## config.mk

```make
export PLATFORM = sky130hd
export DESIGN_NAME = wire_field_scanner_top
export DESIGN_NICKNAME = d
export VERILOG_FILES = /design/src/rtl/core/wfs_pkg.sv /design/src/rtl/core/wfs_scan.sv /design/src/rtl/core/wfs_out_reg.sv /design/src/rtl/core/wire_field_scanner_top.sv
export SDC_FILE = /design/constraint.sdc
export NUM_CORES = 1
export LEC_CHECK = 0
export BUFFER_PORTS_ARGS = -buffer_cell sky130_fd_sc_hd__clkbuf_2
export CAP_MARGIN = 10
export CORE_MARGIN = 2
export CORE_UTILIZATION = 50
export CTS_BUF_LIST = sky130_fd_sc_hd__clkbuf_4
export CTS_CLUSTER_DIAMETER = 200
export DETAILED_ROUTE_END_ITERATION = 8
export PLACE_DENSITY = 0.71
export SYNTH_ARGS = -nofsm -noshare
export SYNTH_HDL_FRONTEND = slang
export SYNTH_SLANG_ARGS = --single-unit
```

## constraint.sdc

```tcl
create_clock -name clk -period 9.55 [get_ports clk]
set_input_delay 0.4775 -clock clk [delete_from_list [all_inputs] [get_ports clk]]
set_output_delay 0.4775 -clock clk [all_outputs]
set_load 0.02 [all_outputs]
```

## src/rtl/core/wfs_pkg.sv

```systemverilog
// ----------------------------------------------------------------------------
// wfs_pkg
// Types and constants for the wire-format field scanner: beat structs,
// scan phase codes, wire types and error codes.
// ----------------------------------------------------------------------------
`default_nettype none

package wfs_pkg;

    typedef struct packed {
        logic [7:0] data_byte;
        logic       last_byte;
    } in_beat_t;

    typedef struct packed {
        logic [28:0] field_number;
        logic [2:0]  wtype;
        logic [63:0] value;
        logic        is_payload;
        logic [1:0]  error_code;
        logic        message_end;
    } out_beat_t;

    typedef struct packed {
        logic      present;
        out_beat_t beat;
    } scan_result_t;

    localparam logic [2:0] PH_TAG     = 3'd0;
    localparam logic [2:0] PH_VARINT  = 3'd1;
    localparam logic [2:0] PH_FIX64   = 3'd2;
    localparam logic [2:0] PH_FIX32   = 3'd3;
    localparam logic [2:0] PH_LENGTH  = 3'd4;
    localparam logic [2:0] PH_PAYLOAD = 3'd5;
    localparam logic [2:0] PH_DRAIN   = 3'd6;

    localparam logic [2:0] WT_VARINT  = 3'd0;
    localparam logic [2:0] WT_FIX64   = 3'd1;
    localparam logic [2:0] WT_LENGTH  = 3'd2;
    localparam logic [2:0] WT_FIX32   = 3'd5;

    localparam logic [1:0] ERR_NONE      = 2'd0;
    localparam logic [1:0] ERR_TOO_LONG  = 2'd1;
    localparam logic [1:0] ERR_TRUNCATED = 2'd2;
    localparam logic [1:0] ERR_WIRE_TYPE = 2'd3;

    localparam logic [3:0] TAG_MAX_BYTES    = 4'd5;
    localparam logic [3:0] VARINT_MAX_BYTES = 4'd10;
    localparam logic [3:0] FIX64_BYTES      = 4'd8;
    localparam logic [3:0] FIX32_BYTES      = 4'd4;

    localparam logic [7:0] CONT_MASK = 8'h80;
    localparam logic [7:0] LOW_MASK  = 8'h7f;

endpackage

`default_nettype wire

```

## src/rtl/core/wfs_scan.sv

```systemverilog
// ----------------------------------------------------------------------------
// wfs_scan
// Byte-level scan state and decode: tag, varint, fixed and length
// assembly, payload pass-through and error drain, one byte per beat.
// ----------------------------------------------------------------------------
`default_nettype none

module wfs_scan (
    input  wire logic                  clk,
    input  wire logic                  rst_n,
    input  wire logic                  accept,
    input  wire wfs_pkg::in_beat_t     beat,
    output wfs_pkg::scan_result_t      result
);
    import wfs_pkg::*;

    logic [2:0]  phase_reg,   phase_next;
    logic [3:0]  count_reg,   count_next;
    logic [63:0] acc_reg,     acc_next;
    logic [28:0] field_reg,   field_next;
    logic [2:0]  wire_reg,    wire_next;
    logic [31:0] left_reg,    left_next;

    logic [6:0]  low7;
    logic        more;
    logic        last;
    logic [3:0]  cnt_inc;
    logic [6:0]  sh7_amt;
    logic [5:0]  sh8_amt;
    logic [63:0] sh7;
    logic [63:0] sh8;
    logic [31:0] acc32;
    logic [31:0] left_dec;

    logic        emit;
    logic        go_payload;
    logic [28:0] e_fn;
    logic [2:0]  e_wt;
    logic [63:0] e_val;
    logic        e_pay;
    logic [1:0]  e_err;
    logic        e_end;

    assign low7     = beat.data_byte[6:0] & LOW_MASK[6:0];
    assign more     = (beat.data_byte & CONT_MASK) != 8'd0;
    assign last     = beat.last_byte;
    assign cnt_inc  = count_reg + 4'd1;
    assign sh7_amt  = 7'(count_reg) * 7'd7;
    assign sh8_amt  = {count_reg[2:0], 3'b000};
    assign sh7      = {57'd0, low7} << sh7_amt;
    assign sh8      = {56'd0, beat.data_byte} << sh8_amt;
    assign acc32    = acc_reg[31:0] | ((count_reg < TAG_MAX_BYTES) ? sh7[31:0] : 32'd0);
    assign left_dec = left_reg - 32'd1;

    always_comb
    begin
        phase_next = phase_reg;
        count_next = count_reg;
        acc_next   = acc_reg;
        field_next = field_reg;
        wire_next  = wire_reg;
        left_next  = left_reg;
        emit       = 1'b0;
        go_payload = 1'b0;
        e_fn       = field_reg;
        e_wt       = wire_reg;
        e_val      = 64'd0;
        e_pay      = 1'b0;
        e_err      = ERR_NONE;
        e_end      = last;

        case (phase_reg)
            PH_TAG, PH_LENGTH:
            begin
                if (phase_reg == PH_TAG)
                begin
                    e_fn = 29'd0;
                    e_wt = 3'd0;
                end
                acc_next   = {32'd0, acc32};
                count_next = cnt_inc;
                if (more)
                begin
                    if (last)
                    begin
                        emit  = 1'b1;
                        e_err = ERR_TRUNCATED;
                    end
                    else if (cnt_inc >= TAG_MAX_BYTES)
                    begin
                        emit  = 1'b1;
                        e_err = ERR_TOO_LONG;
                    end
                end
                else if (phase_reg == PH_TAG)
                begin
                    field_next = acc32[31:3];
                    wire_next  = acc32[2:0];
                    acc_next   = 64'd0;
                    count_next = 4'd0;
                    e_fn       = acc32[31:3];
                    e_wt       = acc32[2:0];
                    case (acc32[2:0])
                        WT_VARINT: phase_next = PH_VARINT;
                        WT_FIX64:  phase_next = PH_FIX64;
                        WT_LENGTH: phase_next = PH_LENGTH;
                        WT_FIX32:  phase_next = PH_FIX32;
                        default:
                        begin
                            emit  = 1'b1;
                            e_err = ERR_WIRE_TYPE;
                        end
                    endcase
                    if (!emit && last)
                    begin
                        emit  = 1'b1;
                        e_err = ERR_TRUNCATED;
                    end
                end
                else
                begin
                    emit = 1'b1;
                    if (acc32 != 32'd0)
                    begin
                        if (last)
                        begin
                            e_err = ERR_TRUNCATED;
                        end
                        else
                        begin
                            e_val      = {32'd0, acc32};
                            go_payload = 1'b1;
                        end
                    end
                end
            end
            PH_VARINT:
            begin
                if (count_reg < VARINT_MAX_BYTES)
                begin
                    acc_next = acc_reg | sh7;
                end
                count_next = cnt_inc;
                if (more)
                begin
                    if (last)
                    begin
                        emit  = 1'b1;
                        e_err = ERR_TRUNCATED;
                    end
                    else if (cnt_inc >= VARINT_MAX_BYTES)
                    begin
                        emit  = 1'b1;
                        e_err = ERR_TOO_LONG;
                    end
                end
                else
                begin
                    emit  = 1'b1;
                    e_val = acc_next;
                end
            end
            PH_FIX64, PH_FIX32:
            begin
                if (count_reg < FIX64_BYTES)
                begin
                    acc_next = acc_reg | sh8;
                end
                count_next = cnt_inc;
                if (cnt_inc >= ((phase_reg == PH_FIX64) ? FIX64_BYTES : FIX32_BYTES))
                begin
                    emit  = 1'b1;
                    e_val = acc_next;
                end
                else if (last)
                begin
                    emit  = 1'b1;
                    e_err = ERR_TRUNCATED;
                end
            end
            PH_PAYLOAD:
            begin
                emit  = 1'b1;
                e_val = {56'd0, beat.data_byte};
                e_pay = 1'b1;
                if (left_dec != 32'd0)
                begin
                    if (last)
                    begin
                        e_err = ERR_TRUNCATED;
                    end
                    else
                    begin
                        go_payload = 1'b1;
                    end
                end
            end
            default:
            begin
                if (last)
                begin
                    phase_next = PH_TAG;
                    count_next = 4'd0;
                    acc_next   = 64'd0;
                    left_next  = 32'd0;
                end
            end
        endcase

        if (emit)
        begin
            count_next = 4'd0;
            acc_next   = 64'd0;
            left_next  = 32'd0;
            phase_next = (!last && (e_err != ERR_NONE)) ? PH_DRAIN : PH_TAG;
            if (go_payload)
            begin
                phase_next = PH_PAYLOAD;
                left_next  = (phase_reg == PH_PAYLOAD) ? left_dec : acc32;
            end
        end
    end

    always_ff @(posedge clk or negedge rst_n)
    begin
        if (!rst_n)
        begin
            phase_reg <= PH_TAG;
            count_reg <= 4'd0;
            acc_reg   <= 64'd0;
            field_reg <= 29'd0;
            wire_reg  <= 3'd0;
            left_reg  <= 32'd0;
        end
        else if (accept)
        begin
            phase_reg <= phase_next;
            count_reg <= count_next;
            acc_reg   <= acc_next;
            field_reg <= field_next;
            wire_reg  <= wire_next;
            left_reg  <= left_next;
        end
    end

    always_comb
    begin
        result.present          = emit;
        result.beat.field_number = e_fn;
        result.beat.wtype        = e_wt;
        result.beat.value        = e_val;
        result.beat.is_payload   = e_pay;
        result.beat.error_code   = e_err;
        result.beat.message_end  = e_end;
    end

endmodule

`default_nettype wire

```

## src/rtl/core/wfs_out_reg.sv

```systemverilog
// ----------------------------------------------------------------------------
// wfs_out_reg
// Result register for the scanner: holds one result beat until the
// receiver takes it, and frees in the same cycle the beat leaves.
// ----------------------------------------------------------------------------
`default_nettype none

module wfs_out_reg (
    input  wire logic                  clk,
    input  wire logic                  rst_n,
    input  wire logic                  load,
    input  wire wfs_pkg::scan_result_t result,
    output logic                       free,
    output logic                       field_valid,
    input  wire logic                  field_ready,
    output wfs_pkg::out_beat_t         field_beat
);
    import wfs_pkg::*;

    logic      valid_reg, valid_next;
    out_beat_t beat_reg;

    assign free        = !valid_reg || field_ready;
    assign field_valid = valid_reg;
    assign field_beat  = beat_reg;

    always_comb
    begin
        valid_next = valid_reg;
        if (load)
        begin
            valid_next = result.present;
        end
        else if (field_ready)
        begin
            valid_next = 1'b0;
        end
    end

    always_ff @(posedge clk or negedge rst_n)
    begin
        if (!rst_n)
        begin
            valid_reg <= 1'b0;
        end
        else
        begin
            valid_reg <= valid_next;
        end
    end

    always_ff @(posedge clk)
    begin
        if (load && result.present)
        begin
            beat_reg <= result.beat;
        end
    end

endmodule

`default_nettype wire

```

## src/rtl/core/wire_field_scanner_top.sv

```systemverilog
// ----------------------------------------------------------------------------
// wire_field_scanner_top
// Scans a wire-format message one byte per beat and reports each field's
// number, wire type and value, each delimited payload byte, and errors.
//
// byte channel (byte_valid / byte_ready / byte_beat): one message byte per
// beat, with last_byte high on the message's final byte.
// field channel (field_valid / field_ready / field_beat): zero or one result
// beat per byte beat, in byte order.
// A result appears on the field channel in the cycle after the byte that
// causes it is taken. Throughput: one byte per cycle while the receiver keeps
// up, set by the single decode stage between the scan state and result registers.
// byte_ready is high while the result register is empty or is being taken
// in the same cycle; when the receiver stalls with a result held, byte_ready
// drops and no byte is taken until field_ready returns.
// Bytes inside a tag or value, and bytes dropped after an error, are taken
// but give no result beat.
// Reset: the scanner waits for a tag, its counters and accumulator are
// cleared and the result register is empty.
// ----------------------------------------------------------------------------
`default_nettype none

module wire_field_scanner_top (
    input  wire logic               clk,
    input  wire logic               rst_n,
    input  wire logic               byte_valid,
    output logic                    byte_ready,
    input  wire wfs_pkg::in_beat_t  byte_beat,
    output logic                    field_valid,
    input  wire logic               field_ready,
    output wfs_pkg::out_beat_t      field_beat
);
    import wfs_pkg::*;

    logic         accept;
    logic         free;
    scan_result_t result;

    assign byte_ready = free;
    assign accept     = byte_valid && free;

    wfs_scan u_scan (
        .clk    (clk),
        .rst_n  (rst_n),
        .accept (accept),
        .beat   (byte_beat),
        .result (result)
    );

    wfs_out_reg u_out_reg (
        .clk         (clk),
        .rst_n       (rst_n),
        .load        (accept),
        .result      (result),
        .free        (free),
        .field_valid (field_valid),
        .field_ready (field_ready),
        .field_beat  (field_beat)
    );

endmodule

`default_nettype wire

```

==> impl_metrics.json, run 1 <==
{
  "synth_largest_area_cell": "dfrtp_1",
  "yosys-top-cells-count": "nand2_1 (247), o21ai_0 (168), dfrtp_1 (136)",
  "root_buffer": "clkbuf_4",
  "numCtsBuffers": 59,
  "fin_tns_setup_ns": 0,
  "fin_area_um2": 14130,
  "grt_overflow": 0,
  "fin_worst_skew_ns": 0.04284,
  "synth-simple-area-share_pct": 17.33,
  "setup_viol": 0,
  "critPathKind": "reg -> reg",
  "tritoncts": "done",
  "hold_viol": 0,
  "outcome": "complete, no violations",
  "wl_per_cell_um": 21.35,
  "tightest_slew_ns": 1.255,
  "clock_path_buffers": 3,
  "final_antenna_net_count": 0,
  "synth_top_family_by_area": "compound AO/OA/AOI/OAI gates",
  "slew_violations": 0,
  "die_h_um": 162.6,
  "area_growth_pct": 12.36,
  "cap_violations": 0,
  "h-tree-depth": 2,
  "syn-mean-instance-area_um2": 9.227,
  "fillCellCount": 2278,
  "gp_congestion": 0.9480,
  "place_area_um2": 13340,
  "end_kind": "flip-flop",
  "grt_pass1_vias": 10530,
  "hold_class": "in -> reg",
  "finalPower_mw": 4.831,
  "ys_seq_area_share_pct": 50.94,
  "rsz0062_at_grt": "false",
  "antenna_found_initial": 2,
  "nets": 1472,
  "cts.clk_slew.worst_paths_ns": 0.07,
  "dp.final_hpwl_um": 25240,
  "cts.sinks": 236,
  "drt-initial-drc-count": 1552,
  "synth_most_common_cell": "nand2_1",
  "cts_resized": 0,
  "largest_register_ffs": 100,
  "max_freq_ghz": 0.2003,
  "grt_max_degree": 85,
  "synth_nets": 1384,
  "synth.ff_latch_count": 236,
  "clkLatencyLatePin_ns": 0.71,
  "yosysWarningCount": 0,
  "whs_ns": 0.1594,
  "regArea_um2": 6406,
  "synth_compound_area_share_pct": 26.02,
  "multiInputGateArea_um2": 5707,
  "drive_above_1_share_pct": 18.32,
  "async_flop_share_pct": 57.63,
  "portBuffers": 114,
  "grt_pass1_wl_um": 60100,
  "synthesis.area_um2": 12580,
  "coreArea_um2": 24960,
  "ios": 115,
  "max_slew_margin_pct": 16.16,
  "row_count": 58,
  "drc": 0,
  "critPathLaunchType": "flip-flop",
  "synthMuxAreaShare_pct": 0.1592,
  "ys.flop_type": "dfrtp_1",
  "dr.pass1.iters": 6,
  "synthDistinctLibCells": 80,
  "crit_arrival_ns": 5.60,
  "fin_util_pct": 56.60,
  "crit_required_ns": 10.16,
  "grt_usage_pct": 29.33,
  "synthTopCellsByArea": "dfrtp_1 (27%), edfxtp_1 (24%), nand2_1 (7.4%), o21ai_0 (6.7%), a21oi_1 (4.7%)",
  "post_cts_buffers": 0,
  "synth_edf_count": 100,
  "yosys.area_share.adder_pct": 0.7959,
  "floorplan.die.width_um": 162.6,
  "initial_utilization_pct": 50.38,
  "p_leak_nw": 5.829,
  "final.period_utilization_pct": 52.28,
  "crit_fanout": 24,
  "vdd_ir_drop_max_v": 0.0001413,
  "synth_top_area_share_pct": 27.06,
  "drt-total-wl_um": 39120,
  "power.density_nw_per_um2": 341.9,
  "vias": 11710,
  "yosys.area_share.xor_xnor_pct": 0.5572,
  "dieArea_um2": 26440,
  "period_needed_ns": 4.992,
  "hold_buffers": 1,
  "syn_inst": 1363,
  "routed_via_density": 6.394
}
## routing by layer
metal | global-route usage (%) | vias up | wire [um] | share of wire (%)
li1 | - | 5308 | - | -
met1 | 42.29 | 5517 | 16260 | 42
met2 | 42.03 | 772 | 16730 | 43
met3 | 6.774 | 116 | 4413 | 11
met4 | 13.68 | 0 | 1719 | 4.4
met5 | 0 | - | 0 | 0
## placed cells by master (no fill, tap or decap), types with 16 or more instances in the layout
master	instances
buf_4	25
dfrtp_1	136
o31ai_1	20
nand2_1	247
nor2_1	64
o21ai_0	168
o32ai_1	20
clkbuf_2	113
edfxtp_1	100
o22ai_1	49
nor3_1	17
clkbuf_4	93
a21oi_1	116
a31oi_1	16
a22o_1	19
nand3_1	36
## worst paths after layout
check / start / end / slack (ns) / cells after the start
max in group asynchronous: rst_n / u_scan.field_reg[18]$_DFFE_PN0P_ / 7.87 / 3
hold reg to reg: u_scan.field_reg[6]$_DFFE_PN0P_ / u_scan.field_reg[6]$_DFFE_PN0P_ / 0.48 / 2
hold / removal: byte_beat[0] / u_out_reg.field_beat[0]$_DFFE_PP_ / 0.16 / 1
min in group asynchronous: rst_n / u_scan.left_reg[4]$_DFFE_PN0P_ / 0.44 / 2
setup / recovery: u_scan.count_reg[0]$_DFFE_PN0P_ / u_scan.count_reg[2]$_DFFE_PN0P_ / 4.56 / 12
setup reg to reg: u_scan.count_reg[0]$_DFFE_PN0P_ / u_scan.count_reg[2]$_DFFE_PN0P_ / 4.56 / 12
## worst max-delay path, cell delays in order, from the launching register on
cell	delay (ns)
dfrtp_1	0.81
nand3_1	0.28
xor2_1	0.32
inv_1	0.08
ha_1	0.21
and3b_1	0.21
a311oi_1	0.55
o211ai_1	0.29
a21o_1	0.27
nor2_1	0.49
nand2_1	0.74
o31a_1	0.50
o22ai_1	0.14
## logic make-up after synthesis
family | after synthesis
xor gates and xnor gates | 8
DFF | 236
muxes | 2
and+or+nand+nor | 469
buffers and inverters | 126
adders and majority gates | 8
AOI/OAI and AO/OA | 514
## power by group
part	switching (mW)	leakage (nW)	internal, mW	total, mW
Clock	0.424	0.473	0.444	0.868
Combinational	1.72	2.51	0.681	2.40
Sequential	0.183	2.84	1.38	1.56
## per-stage QoR
stage	setup WS, ns	cells
floorplan	2.780	1363
global placement	4.919	1719
detailed placement	4.751	1719
CTS	4.680	1831
global route	4.273	1832
finish	4.558	1832
## area by class of cell
| class | count | share of cell area [%] |
|---|---|---|
| inverter | 13 | 0.3453 |
| antenna | 1 | 0.01771 |
| clock buffer | 93 | 4.941 |
| clock inverter | 18 | 0.5667 |
| timing repair buffer | 140 | 5.481 |
| tap | 330 | 2.922 |
| multi-input combinational | 1001 | 40.39 |
| sequential | 236 | 45.34 |
(Power assumes the default switching activity.)
==> inputs of run 2 (changes only) <==
Settings changed: PLACE_DENSITY 0.71 to 0.74.
Clock period 9.55 ns to 4.3 ns, I/O delays scaled along.
==> run 2 against run 1 <==
Effect of this change: utilization increased by 1.6 points; clock skew increased by 0.0054 ns; critical path type unchanged; count of clock-buffer cells in the layout decreased by 7; sequential power increased by 120%; final cell count increased by 2.8%; combinational power increased by 140%; first-iteration DRC count increased by 13%; setup slack got worse by 4.0 ns.
==> impl_metrics.json, run 2 (synthesized netlist as in run 1, its figures left out) <==
{
  "grt_pass1_wl_um": 62600,
  "final_common_cell": "nand2_1",
  "grt_max_degree": 65,
  "fin_worst_skew_ns": 0.04825,
  "max_slew_margin_pct": 26.39,
  "row_count": 58,
  "slew_violations": 0,
  "cts.sinks": 236,
  "nets": 1519,
  "crit_required_ns": 4.87,
  "fillCellCount": 2218,
  "cts.clk_slew.worst_paths_ns": 0.07,
  "setup_viol": 0,
  "reg2reg_depth": 13,
  "fin_tns_setup_ns": 0,
  "portBuffers": 114,
  "drt-initial-drc-count": 1750,
  "clkLatencyLatePin_ns": 0.70,
  "r2r_start": "u_scan.count_reg[2]$_DFFE_PN0P_",
  "final_antenna_net_count": 0,
  "gp_congestion": 0.9561,
  "die_h_um": 162.6,
  "layout_common_cells": "nand2_1 (247), o21ai_0 (168), dfrtp_1 (136), a21oi_1 (116), clkbuf_2 (113)",
  "wl_per_cell_um": 21.42,
  "floorplan.die.width_um": 162.6,
  "grt_pass1_vias": 11250,
  "h-tree-depth": 3,
  "tritoncts": "done",
  "r2r-end": "u_scan.acc_reg[41]$_DFFE_PN0P_",
  "cts_resized": 0,
  "tightest_slew_ns": 1.099,
  "outcome": "complete, no violations",
  "largest_register_ffs": 100,
  "crit_fanout": 13,
  "routed_via_density": 6.442,
  "end_kind": "flip-flop",
  "holdCritStartpoint": "field_ready",
  "hold_depth": 3,
  "rsz0062_at_grt": "false",
  "whs_endpoint": "u_out_reg.field_valid$_DFFE_PN0P_",
  "period_needed_ns": 3.715,
  "dp_slack_ns": 0.6575,
  "drive_above_1_share_pct": 20.17,
  "hold_viol": 0,
  "clock_path_buffers": 3,
  "hold_buffers": 2,
  "r2r_slack_ns": 0.59,
  "vias": 12130,
  "coreArea_um2": 24960,
  "ios": 115,
  "dr.pass1.iters": 6,
  "cap_violations": 0,
  "p_leak_nw": 6.044,
  "critPathKind": "reg -> reg",
  "place_area_um2": 13650,
  "grt_overflow": 0,
  "antenna_found_initial": 1,
  "drt-total-wl_um": 40340,
  "dieArea_um2": 26440,
  "numCtsBuffers": 66,
  "hold_class": "in -> reg",
  "root_buffer": "clkbuf_4",
  "post_cts_buffers": 0,
  "drc": 0,
  "area_growth_pct": 15.55,
  "initial_utilization_pct": 50.38,
  "dp.final_hpwl_um": 25790,
  "crit_arrival_ns": 4.29,
  "final.period_utilization_pct": 86.39,
  "critPathLaunchType": "flip-flop",
  "fin_area_um2": 14530,
  "grt_usage_pct": 30.35,
  "vdd_ir_drop_max_v": 0.0003927,
  "finalPower_mw": 11.20,
  "max_freq_ghz": 0.2692,
  "fin_ws_ns": 0.5854,
  "power.density_nw_per_um2": 770.5
}
-- run 2: changes by cell type in the layout (fill, tap and decap cells not counted), moves of 2 or more --
cell	before	now
clkinvlp_4	0	2
clkinv_1	13	24
buf_12	0	2
buf_4	25	62
inv_2	0	2
clkbuf_4	93	86
bufinv_16	0	2
-- run 2: power breakdown --
group / switching (mW) / total [mW] / internal [mW]
clock: 1.01 / 2.09 / 1.08
sequential: 0.381 / 3.44 / 3.05
combinational: 3.97 / 5.68 / 1.71
-- run 2: worst max-delay path by stage --
stage / start / end / slack (ns) / depth (start not counted)
finish: u_scan.count_reg[2]$_DFFE_PN0P_ / u_scan.acc_reg[41]$_DFFE_PN0P_ / 0.59 / 13
detailed placement: u_scan.left_reg[0]$_DFFE_PN0P_ / u_scan.left_reg[29]$_DFFE_PN0P_ / 0.66 / 10
global placement: u_scan.count_reg[2]$_DFFE_PN0P_ / u_scan.acc_reg[47]$_DFFE_PN0P_ / 0.80 / 14
global route: u_scan.count_reg[2]$_DFFE_PN0P_ / u_scan.acc_reg[42]$_DFFE_PN0P_ / 0.27 / 14
CTS: u_scan.left_reg[0]$_DFFE_PN0P_ / u_scan.left_reg[29]$_DFFE_PN0P_ / 0.62 / 10
floorplan: u_scan.phase_reg[2]$_DFFE_PN0P_ / u_out_reg.field_beat[0]$_DFFE_PP_ / 0.34 / 12
-- run 2: area by class of cell --
type	count	area [um2]	area share [%]
sequential	236	6406	44.08
multi-input combinational	1001	5704	39.25
timing repair buffer	180	1102	7.586
clock buffer	86	645.6	4.443
tap	330	412.9	2.841
clock inverter	36	209.0	1.438
inverter	13	48.80	0.3358
antenna	1	2.502	0.01722
-- run 2: critical path, cell delays in order, from the launching register on --
cell	delay [ns]
dfrtp_1	0.60
nand3_1	0.23
xor2_1	0.31
inv_1	0.08
ha_1	0.21
and3b_1	0.21
a311oi_1	0.32
o211ai_1	0.20
a21o_1	0.23
nor2_1	0.10
buf_4	0.17
nand2_1	0.34
buf_4	0.34
o31ai_1	0.28
-- run 2: per-stage QoR --
step	hold slack, ns	util (%)	instances
finish	0.01785	58.21	1883
global route	0.05197	58.21	1883
CTS	0.01171	58.20	1882
detailed placement	0.1776	54.70	1758
global placement	0.1781	54.70	1758
floorplan	-0.08059	-	1363
-- run 2: per-layer routing --
layer,GRT usage (%),vias up,share of wire [%]
met1,44.21,5782,41
met5,0,-,0
met2,43.73,816,43
met3,5.755,121,12
met4,14.64,0,4.0
li1,-,5412,-
==> inputs of run 3 (changes only) <==
Settings changed: SYNTH_HIERARCHICAL set to 1.
==> run 3 against run 2 <==
Effect of this change: maximum frequency fell by 5.6%; final cell count fell by 4.3%; non-clock buffer count fell by 5; global-route usage fell by 0.73 points; critical path type unchanged; critical endpoint is now u_scan/phase_reg[2]$_DFFE_PN0P_; largest power group unchanged.
==> impl_metrics.json, run 3 <==
{
  "wl_per_cell_um": 21.72,
  "tritoncts": "done",
  "p_comb_share_pct": 48.6,
  "h-tree-depth": 2,
  "pwr-share-clk_pct": 18.8,
  "async_flop_share_pct": 57.63,
  "dieArea_um2": 25960,
  "end_kind": "flip-flop",
  "die_h_um": 161.1,
  "grt_pass1_wl_um": 60600,
  "ys.flop_type": "dfrtp_1",
  "synth_nets": 1317,
  "post_cts_buffers": 0,
  "grt_overflow": 0,
  "root_buffer": "clkbuf_4",
  "area_growth_pct": 14.87,
  "final_cells": 1802,
  "switchingPower_mw": 4.860,
  "initial_utilization_pct": 50.91,
  "dr.pass1.iters": 6,
  "max_freq_ghz": 0.2543,
  "synth_most_common_cell": "nand2_1",
  "coreArea_um2": 24250,
  "ys_seq_area_share_pct": 51.90,
  "crit_arrival_ns": 4.52,
  "p_leak_nw": 5.831,
  "drt-initial-drc-count": 1744,
  "gp_congestion": 0.9376,
  "synthTopCellsByArea": "dfrtp_1 (28%), edfxtp_1 (24%), nand2_1 (5.6%), o21ai_0 (4.9%), a22o_1 (4.5%)",
  "grt_pass1_vias": 10740,
  "max_slew_margin_pct": 20.60,
  "layout_common_cells": "nand2_1 (185), dfrtp_1 (136), o21ai_0 (120), clkbuf_2 (113), a21oi_1 (101)",
  "dp.final_hpwl_um": 25570,
  "yosys-top-cells-count": "nand2_1 (185), dfrtp_1 (136), o21ai_0 (120)",
  "ios": 115,
  "rsz0062_at_grt": "false",
  "setup_viol": 0,
  "final_antenna_net_count": 0,
  "portBuffers": 114,
  "vdd_ir_drop_max_v": 0.0004172,
  "power.density_nw_per_um2": 731.7,
  "syn_inst": 1296,
  "drt-total-wl_um": 39140,
  "clkLatencyLatePin_ns": 0.73,
  "crit_required_ns": 4.88,
  "vias": 11730,
  "yosysWarningCount": 6,
  "cap_violations": 0,
  "critPathLaunchType": "flip-flop",
  "r2r_slack_ns": 0.37,
  "p_int_mw": 5.516,
  "hold_viol": 0,
  "hold_buffers": 5,
  "grt_use_met1_pct": 42.97,
  "critPathKind": "reg -> reg",
  "cts.clk_slew.worst_paths_ns": 0.07,
  "nets": 1444,
  "final.period_utilization_pct": 91.46,
  "grt_usage_pct": 29.62,
  "grt_max_degree": 111,
  "fin_util_pct": 58.48,
  "slew_violations": 0,
  "power_frac_seq_pct": 32.6,
  "top_usage_layer": "met1",
  "hold_class": "in -> reg",
  "final_common_cell": "nand2_1",
  "cts.sinks": 236,
  "routed_via_density": 6.511,
  "synth.ff_latch_count": 236,
  "synthDistinctLibCells": 72,
  "dp_slack_ns": 0.5676,
  "fin_worst_skew_ns": 0.05794,
  "use_met2_pct": 42.22,
  "dpl.cell_count": 1679,
  "largest_register_ffs": 100,
  "period_needed_ns": 3.933,
  "floorplan.die.width_um": 161.1,
  "outcome": "complete, no violations",
  "tightest_slew_ns": 1.187,
  "synth_largest_area_cell": "dfrtp_1",
  "cts_resized": 0,
  "fin_tns_setup_ns": 0,
  "clock_path_buffers": 3,
  "use_met3_pct": 7.524,
  "p_sw_share_pct": 46.84,
  "crit_fanout": 19,
  "fin_ws_ns": 0.3670,
  "synthesis.area_um2": 12340,
  "antenna_found_initial": 4,
  "row_count": 57,
  "syn-mean-instance-area_um2": 9.525,
  "synth_edf_count": 100,
  "drive_above_1_share_pct": 20.34,
  "synth_top_area_share_pct": 27.57,
  "drc": 0,
  "numCtsBuffers": 61
}
run 3: cells by family after synthesis:
kind of cell | Yosys count | synth area share (%)
and+or+nand+nor | 414 | 15.80
adders and majority gates | 8 | 0.8109
AOI/OAI and AO/OA | 496 | 26.29
muxes | 1 | 0.09122
buffers and inverters | 131 | 4.399
DFF | 236 | 51.90
xor gates and xnor gates | 10 | 0.7095
run 3: critical path: stages, from the launching register on:
cell,delay [ns]
dfrtp_1,0.76
nand3_1,0.25
xnor2_1,0.45
ha_1,0.33
nand4b_1,0.13
a31oi_2,0.13
a211oi_1,0.28
a21boi_0,0.26
nand2_1,0.17
o21ai_0,0.68
a211oi_1,0.16
a2bb2oi_1,0.24
run 3: layer usage:
layer | routed length (um) | share of wire (%)
met5 | 0 | 0
met4 | 1414 | 3.6
met3 | 5060 | 13
met2 | 16620 | 42
met1 | 16050 | 41
run 3: metrics by stage:
step                hold slack [ns]  total power, mW  cell area, um2
floorplan                  -0.08059            6.808           12340
global placement             0.4469            8.247           13330
detailed placement           0.4452            8.322           13330
CTS                         0.09879            10.29           14170
global route                 0.1561            10.93           14170
finish                       0.1548            10.38           14180
run 3: worst paths after layout:
kind	from	endpoint	cells after the start
min reg2reg	u_scan/field_reg[14]$_DFFE_PN0P_	u_scan/field_reg[14]$_DFFE_PN0P_	2
max in group asynchronous	rst_n	u_scan/left_reg[27]$_DFFE_PN0P_	3
max	u_scan/count_reg[0]$_DFFE_PN0P_	u_scan/phase_reg[2]$_DFFE_PN0P_	11
min	byte_valid	u_out_reg/field_valid$_DFFE_PN0P_	3
min in group asynchronous	rst_n	u_scan/field_reg[14]$_DFFE_PN0P_	2
max reg2reg	u_scan/count_reg[0]$_DFFE_PN0P_	u_scan/phase_reg[2]$_DFFE_PN0P_	11
run 3: layout make-up:
class	instances	area, um2
antenna	3	7.507
clock buffer	82	615.6
clock inverter	33	175.2
fill	2129	10070
inverter	20	75.07
multi-input combinational	929	5423
sequential	236	6406
tap	324	405.4
timing repair buffer	175	1072
run 3: power by group through the flow:
stage               sequential [mW]  combinational [mW]  clock (mW)
floorplan                      3.71                3.10           0
global placement               3.40                4.85           0
detailed placement             3.42                4.91           0
CTS                            3.38                4.93        1.98
global route                   3.44                5.39        2.10
finish                         3.38                5.04        1.95
